===== src/rtl/ityh_pkg.sv =====
package ityh_pkg;

  localparam int CORDIC_STEPS_DEF = 16;

  // Widths inside the angle unit: operands, rotated vector, angle accumulator.
  localparam int IN_W = 26;
  localparam int XY_W = 46;
  localparam int Z_W = 33;
  localparam int H_W = 34;

  // Angles are in units of 2^-16 hundredths of a degree.
  localparam logic signed [Z_W-1:0] HALF_TURN = 33'sd1179648000;
  localparam logic signed [H_W-1:0] FULL_TURN = 34'sd2359296000;
  localparam logic signed [H_W-1:0] DECLINATION = 34'sd72089600;

  localparam logic [2:0] REG_GYRO_RANGE = 3'd0;
  localparam logic [2:0] REG_GYRO_OFFSET = 3'd1;
  localparam logic [2:0] REG_PERIOD = 3'd2;
  localparam logic [2:0] REG_MAG_ADJ_X = 3'd3;
  localparam logic [2:0] REG_MAG_ADJ_Y = 3'd4;

  localparam logic [2:0] RANGE_250 = 3'd0;
  localparam logic [2:0] RANGE_1000 = 3'd2;
  localparam logic [2:0] RANGE_2000 = 3'd3;

  typedef enum logic [3:0] {
    ST_IDLE,
    ST_MUL,
    ST_PREP,
    ST_ROLL,
    ST_PITCH,
    ST_PITCH_RUN,
    ST_HEAD,
    ST_FINISH,
    ST_OUT
  } state_t;

  // atan(2^-i) in angle units, rounded to nearest.
  function automatic logic [29:0] atan_tab(input logic [4:0] i);
    logic [29:0] v;
    case (i)
      5'd0: v = 30'd294912000;
      5'd1: v = 30'd174096719;
      5'd2: v = 30'd91987925;
      5'd3: v = 30'd46694507;
      5'd4: v = 30'd23437865;
      5'd5: v = 30'd11730358;
      5'd6: v = 30'd5866610;
      5'd7: v = 30'd2933484;
      5'd8: v = 30'd1466764;
      5'd9: v = 30'd733385;
      5'd10: v = 30'd366693;
      5'd11: v = 30'd183346;
      5'd12: v = 30'd91673;
      5'd13: v = 30'd45837;
      5'd14: v = 30'd22918;
      5'd15: v = 30'd11459;
      5'd16: v = 30'd5730;
      5'd17: v = 30'd2865;
      5'd18: v = 30'd1432;
      5'd19: v = 30'd716;
      5'd20: v = 30'd358;
      5'd21: v = 30'd179;
      5'd22: v = 30'd90;
      5'd23: v = 30'd45;
      5'd24: v = 30'd22;
      5'd25: v = 30'd11;
      5'd26: v = 30'd6;
      5'd27: v = 30'd3;
      5'd28: v = 30'd1;
      5'd29: v = 30'd1;
      default: v = 30'd0;
    endcase
    return v;
  endfunction

endpackage


===== src/rtl/ityh_cordic.sv =====
module ityh_cordic import ityh_pkg::*; #(
  parameter int STEPS = CORDIC_STEPS_DEF
) (
  input  logic                   clk,
  input  logic                   rst,
  input  logic                   start,
  input  logic signed [IN_W-1:0] y_in,
  input  logic signed [IN_W-1:0] x_in,
  output logic                   done,
  output logic signed [Z_W-1:0]  z
);

  localparam int CNT_W = $clog2(STEPS);

  logic                   busy;
  logic [CNT_W-1:0]       cnt;
  logic signed [XY_W-1:0] x;
  logic signed [XY_W-1:0] y;
  logic signed [IN_W-1:0] xa;
  logic signed [IN_W-1:0] ya;
  logic signed [XY_W-1:0] dx;
  logic signed [XY_W-1:0] dy;
  logic signed [Z_W-1:0]  ang;

  // A vector in the left half plane is turned by half a turn first.
  assign xa = x_in[IN_W-1] ? -x_in : x_in;
  assign ya = x_in[IN_W-1] ? -y_in : y_in;
  assign dx = y >>> cnt;
  assign dy = x >>> cnt;
  assign ang = $signed({{(Z_W-30){1'b0}}, atan_tab(5'(cnt))});

  always_ff @(posedge clk) begin
    if (rst) begin
      busy <= 1'b0;
      done <= 1'b0;
    end else begin
      done <= 1'b0;
      if (start) begin
        if (y_in == '0) begin
          z <= x_in[IN_W-1] ? HALF_TURN : '0;
          done <= 1'b1;
        end else begin
          busy <= 1'b1;
          cnt <= '0;
          x <= {{(XY_W-IN_W-16){xa[IN_W-1]}}, xa, 16'b0};
          y <= {{(XY_W-IN_W-16){ya[IN_W-1]}}, ya, 16'b0};
          if (x_in[IN_W-1]) begin
            z <= y_in[IN_W-1] ? -HALF_TURN : HALF_TURN;
          end else begin
            z <= '0;
          end
        end
      end else if (busy) begin
        if (y > 0) begin
          x <= x + dx;
          y <= y - dy;
          z <= z + ang;
        end else begin
          x <= x - dx;
          y <= y + dy;
          z <= z - ang;
        end
        cnt <= cnt + 1'b1;
        if (cnt == CNT_W'(STEPS - 1)) begin
          busy <= 1'b0;
          done <= 1'b1;
        end
      end
    end
  end

endmodule


===== config.mk =====
export PLATFORM = sky130hd
export DESIGN_NAME = ityh_cordic
export DESIGN_NICKNAME = d
export VERILOG_FILES = /design/src/rtl/ityh_pkg.sv /design/src/rtl/ityh_cordic.sv
export SDC_FILE = /design/constraint.sdc
export NUM_CORES = 1
export LEC_CHECK = 0
export ABC_AREA = 0
export BUFFER_PORTS_ARGS = -buffer_cell sky130_fd_sc_hd__buf_2
export CORE_MARGIN = 8
export CORE_UTILIZATION = 54
export CTS_BUF_LIST = sky130_fd_sc_hd__clkbuf_16
export DETAILED_ROUTE_END_ITERATION = 12
export GPL_TIMING_DRIVEN = 0
export PLACE_DENSITY_LB_ADDON = 0.12
export SLEW_MARGIN = 10
export SYNTH_ARGS = -nofsm -noshare
export SYNTH_HDL_FRONTEND = slang
export SYNTH_SLANG_ARGS = --single-unit

===== constraint.sdc =====
create_clock -name clk -period 10.34 [get_ports clk]
set_input_delay 0.517 -clock clk [delete_from_list [all_inputs] [get_ports clk]]
set_output_delay 0.517 -clock clk [all_outputs]
set_load 0.01 [all_outputs]

Word level (Yosys, flattened, before mapping)
Memories as Yosys holds them, arrays and structs flattened. A register that Yosys moved wholly into a read port is not among the register bits. Cells that the tools add are included.

Register bits: 131. Memory bits (read-only): 464. Bits of input ports: 55. Output and inout port bits: 34. Logic and storage cells: 55. Memories: 1.

Memories: (no name shown) (depth 16, width 29, read ports 1, clocked after Yosys merged registers in 1, write ports 0, RTL line ityh_pkg.sv:41) `case (i)`.

Add/sub/neg operators: 9. Order comparisons: 1. Equality and inequality tests: 2. Shift-type cells: 2. Multiplexer cells: 29. Bitwise logic cells: 1. Reductions and logical operators: 4.

Operators with widths (number): $mux W46 (8); $mux W33 (6); $add A46 B46 Y46 (2); $sshr A46 B4 Y46 (2); $sub A46 B46 Y46 (2); $mux W26 (2); $neg A26 Y26 (2); $gt A46 B1 Y1 const B (1); $add A33 B31 Y33 (1); $sub A33 B31 Y33 (1); $mux W31 (1); $logic_not A26 Y1 (1); $mux W4 (4); $mux W1 (8); $add A4 B1 Y4 const B (1); $eq A4 B4 Y1 const B (1); $reduce_and A3 Y1 (1); $ne A2 B2 Y1 const B (1); $reduce_and A2 Y1 (1); $reduce_bool A2 Y1 (1); $not A1 Y1 (1).

Longest topological paths before layout
Word-level depth: 5. Mapped depth: 30. Mapped depth without buffers: 24.

Worst setup path after synthesis
OpenSTA, ideal clock, no wires.

Path type: register to register. From: register cnt[2]. To: register x[41] (data pin). Library setup time: 0.267 ns. Arrival time: 6.584 ns. Data required time: 10.073 ns. Path slack: 3.490 ns. Stages on the path, launching flop included: 29. Path buffers: 9. Cell sequence: edfxtp_1 buf_2 buf_6 buf_2 buf_2 buf_2 buf_1 buf_2 buf_1 buf_1 o211ai_1 o21ai_0 ha_1 nand2b_4 a2111oi_4 nand4_4 nor3_4 a31oi_1 xnor2_1 ha_1 a21o_1 o21bai_1 a221o_1 a211o_1 a2111oi_0 o31ai_1 a21oi_1 xor2_1 o21ai_0.

Longest elaborated chain between the ends: 5. Elaborated cells between the ends (all ways): 6.

Ends and longest elaborated chain: start: declaration (RTL line ityh_cordic.sv:16) `logic [CNT_W-1:0] cnt;`; start signal: assignment (RTL line ityh_cordic.sv:63) `cnt <= cnt + 1'b1;`; $sshr A46 B4 Y46 * (RTL line ityh_cordic.sv:28) `assign dx = y >>> cnt;`; $sub A46 B46 Y46 / $add A46 B46 Y46 (equally long branches) (RTL line ityh_cordic.sv:59, ityh_cordic.sv:55); $mux W46 * (RTL line ityh_cordic.sv:54) `if (y > 0) begin`; $mux W46 * (RTL line ityh_cordic.sv:53) `end else if (busy) begin`; $mux W46 * (RTL line ityh_cordic.sv:38) `if (start) begin`; end signal: assignment (RTL line ityh_cordic.sv:45) `x <= {{(XY_W-IN_W-16){xa[IN_W-1]}}, xa, 16'b0};`; end signal: assignment (RTL line ityh_cordic.sv:55) `x <= x + dx;`; end signal: assignment (RTL line ityh_cordic.sv:59) `x <= x - dx;`; end: declaration (RTL line ityh_cordic.sv:17) `logic signed [XY_W-1:0] x;`.

Every way passes the cells marked *; elsewhere a longest branch is shown, timed or not. The select of a mux whose other input is x is not followed. A chain may end at the register's enable or synchronous reset.

Final worst setup path
From: register cnt[2]. To: register y[44] (data pin).

Longest elaborated chain between the ends: 5. Elaborated cells between the ends (all ways): 6.

Ends and longest elaborated chain: $sshr A46 B4 Y46 * (RTL line ityh_cordic.sv:29) `assign dy = x >>> cnt;`; $add A46 B46 Y46 / $sub A46 B46 Y46 (equally long branches) (RTL line ityh_cordic.sv:60, ityh_cordic.sv:56); $mux W46 * (RTL line ityh_cordic.sv:54); $mux W46 * (RTL line ityh_cordic.sv:53); $mux W46 * (RTL line ityh_cordic.sv:38); end signal: assignment (RTL line ityh_cordic.sv:46) `y <= {{(XY_W-IN_W-16){ya[IN_W-1]}}, ya, 16'b0};`; end signal: assignment (RTL line ityh_cordic.sv:56) `y <= y - dy;`; end signal: assignment (RTL line ityh_cordic.sv:60) `y <= y + dy;`; end: declaration (RTL line ityh_cordic.sv:18) `logic signed [XY_W-1:0] y;`.

Marked as above.

==> impl_metrics.yaml <==
clock_tree:
  clk_latency_ps: 510
  cts_root_buf: "clkbuf_16"
  cts_tree: "yes"
  cts.sinks: 160
  clk_path_buf_depth: 2
  cts_buffers: 17
  h-tree-depth: 4
  clkTransAtPathRegs_ps: 80
timing:
  fin_ws_ps: -31.2
  setup_viol: 1
  hold_viol: 0
  fin_crit_ps: 10370
  max_freq_ghz: 0.0964
  fin_crit_sh_pct: 100
  fin_skew_ps: 18.4
  maxSlewViolCount: 0
  slew_headroom_pct: 10.9
  tns_ps: -31.2
  worst_pin_slew_ps: 1340
  rsz0062_at_grt: "false"
synth:
  ys_types: 97
  yosys_most_used_dff: "edfxtp_1"
  synthMuxAreaShare_pct: 15.6
  synth_top_area_cell: "edfxtp_1"
  yosys.area_share.adder_pct: 8.51
  synth-simple-area-share_pct: 18.3
  synth_area_leaders: "edfxtp_1 (18%), mux4_2 (9.5%), ha_1 (8.2%)"
  postSynthCellCount: 2628
  yosys.cell_count.top_type: "nand2_1"
  synth_fp_nets: 2831
  synth-xor-area-share_pct: 10.5
  syn_avg_cell_area_sq_um: 8.38
  ys_warn_count: 0
  synth_area_sq_mm: 0.0220
  synth_top_family_by_area: "compound AO/OA/AOI/OAI gates"
  synth_top_area_share_pct: 17.6
  ys_top_cells_by_count: "nand2_1 (302), nor2_1 (227), a21oi_1 (211), o21ai_0 (208), xnor2_1 (157)"
  async_reset_ff_share_pct: 0
  synth_edf_count: 129
  synth_seq_cells: 160
  synth_compound_area_share_pct: 22.8
  ys_seq_area_share_pct: 20.4
placed_design:
  io_buffer_count: 86
  numPlacedInstances: 3248
  hpwl_um: 68500
  place.gp.congestion: 1.08
global_routing:
  grt_use_total_pct: 36.9
  grt_max_degree: 82
  overflow: 0
  grt_pass1_wl_um: 133000
  grt_pass1_vias: 21400
  antenna_found_initial: 2
finish:
  drive_gt1_share_pct: 12.2
  fill_cells: 3804
  final_cells: 3281
  area_growth_pct: 7.86
  layout.nets: 2938
  finish.utilization_pct: 58.6
setup_path:
  crit_required_ps: 10570
  critPathMaxStageDelay_ps: 820
  path_common_cell: "buf_2"
  critPathLaunchType: "flip-flop"
  cp-end-kind: "flip-flop"
  crit_type: "reg -> reg"
  cp_max_fo: 10
  crit_slowest_cell: "buf_1"
  worstPathArrival_ps: 10600
route:
  wl_um: 89300
  route.vias.total: 22500
  ant_nets: 0
  drc: 0
  first_pass_iters: 6
  wl_per_cell_um: 27.2
  vias_per_cell: 6.86
  drtIter0Drc: 2732
die:
  dieWidth_um: 218
  die_h_um: 218
  io_pins: 89
  initial_utilization_pct: 54.3
  core_sq_mm: 0.0406
  num_rows: 74
  dieArea_sq_mm: 0.0475
pwr:
  p_leak_nw: 9.59
  peakVddDrop_mv: 0.156
  cellPowerDensity_mw_per_mm2: 253
outcome:
  status: "complete, but fails checks"
  violations: "setup timing"
run:
  drv_cap: 0
worst_hold_path:
  hold_class: "in -> reg"
==> metal layers <==
layer	share of wire [%]	global-route usage, %	vias to the layer above	routed length (um)
met1	39	47.2	10700	35100
li1	-	-	10100	-
met3	13	13.4	292	11700
met5	0	0.104	-	0
met2	42	54.2	1417	37700
met4	5.3	18.8	0	4760
==> path summary, 6_finish.rpt <==
check / from / to / slack (ps) / cells after the start
max: cnt[2] / y[44] / -30 / 29
min: rst / z[28] / 370 / 2
max reg2reg: cnt[2] / y[44] / -30 / 29
min reg2reg: busy / busy / 460 / 2
==> per-stage QoR <==
step	instance area, sq um	total power, mW	hold WS, ps	setup slack [ps]
finish	23800	6.01	369	-31.2
CTS	23700	5.88	330	180
detailed placement	23200	5.21	451	254
global route	23800	6.41	371	20.6
global placement	23100	5.14	444	228
floorplan	22000	4.17	431	3490
==> critical path: cells and delay by family (launching register included) <==
kind                     cells  cell delay [ps]
buffers and inverters       10             4510
AO/OA/AOI/OAI               12             3400
XOR/XNOR                     1              170
AND/OR/NAND/NOR              4             1110
flip-flops                   1              320
adder cells (fa/ha/maj)      2              530
==> cells by family after synthesis <==
family	Yosys count
simple gates	846
xor+xnor	265
compound gates	801
buf+inv	188
flops	160
fa+ha+maj	148
mux	220
==> sequential cells by signal (all words and copies together), names as in the netlist <==
name / cells
x: 46
y: 46
z: 33
ang: 29
cnt: 4
busy: 1
done: 1
==> report_power, final <==
part           internal [mW]  switching (mW)
logic                   1.70            2.40
clock network          0.315           0.325
registers              0.942           0.322
==> placed cells by master (no fill, tap or decap), drive strengths merged, types with 20 or more instances in the layout <==
cell type | synthesis | layout
mux4 | 93 | 93
inv | 49 | 60
nor3 | 47 | 47
xnor2 | 157 | 157
a31oi | 45 | 45
mux2 | 45 | 45
nand2 | 302 | 302
edfxtp | 129 | 129
dfxtp | 31 | 31
mux2i | 82 | 82
nor2 | 228 | 228
a211oi | 29 | 29
buf | 73 | 158
nor2b | 22 | 22
nor4 | 21 | 21
and3 | 24 | 24
xor2 | 108 | 108
clkbuf | 65 | 84
ha | 145 | 145
nand3 | 46 | 46
nand2b | 37 | 37
a21o | 103 | 103
o31ai | 25 | 25
o211ai | 20 | 20
a21oi | 213 | 213
and2 | 24 | 24
o21ai | 222 | 222
==> timing repair <==
item                       in CTS  in global routing
hold buffers                    0                  0
buffers inserted                0                  0
setup endpoints to repair       0                  8
resized for setup               0                  5
==> area by class of cell <==
| class | instances | area, sq um | area share (%) |
|---|---|---|---|
| Clock inverter | 15 | 134 | 0.564 |
| Clock buffer | 17 | 425 | 1.79 |
| Inverter | 50 | 195 | 0.822 |
| Buffer | 138 | 671 | 2.82 |
| Antenna cell | 1 | 2.50 | 0.0105 |
| Tap cell | 532 | 666 | 2.80 |
| Sequential cell | 160 | 4490 | 18.9 |
| Multi-Input combinational cell | 2280 | 16700 | 70.3 |
| Timing Repair Buffer | 88 | 478 | 2.01 |
(Power assumes the default switching activity.)
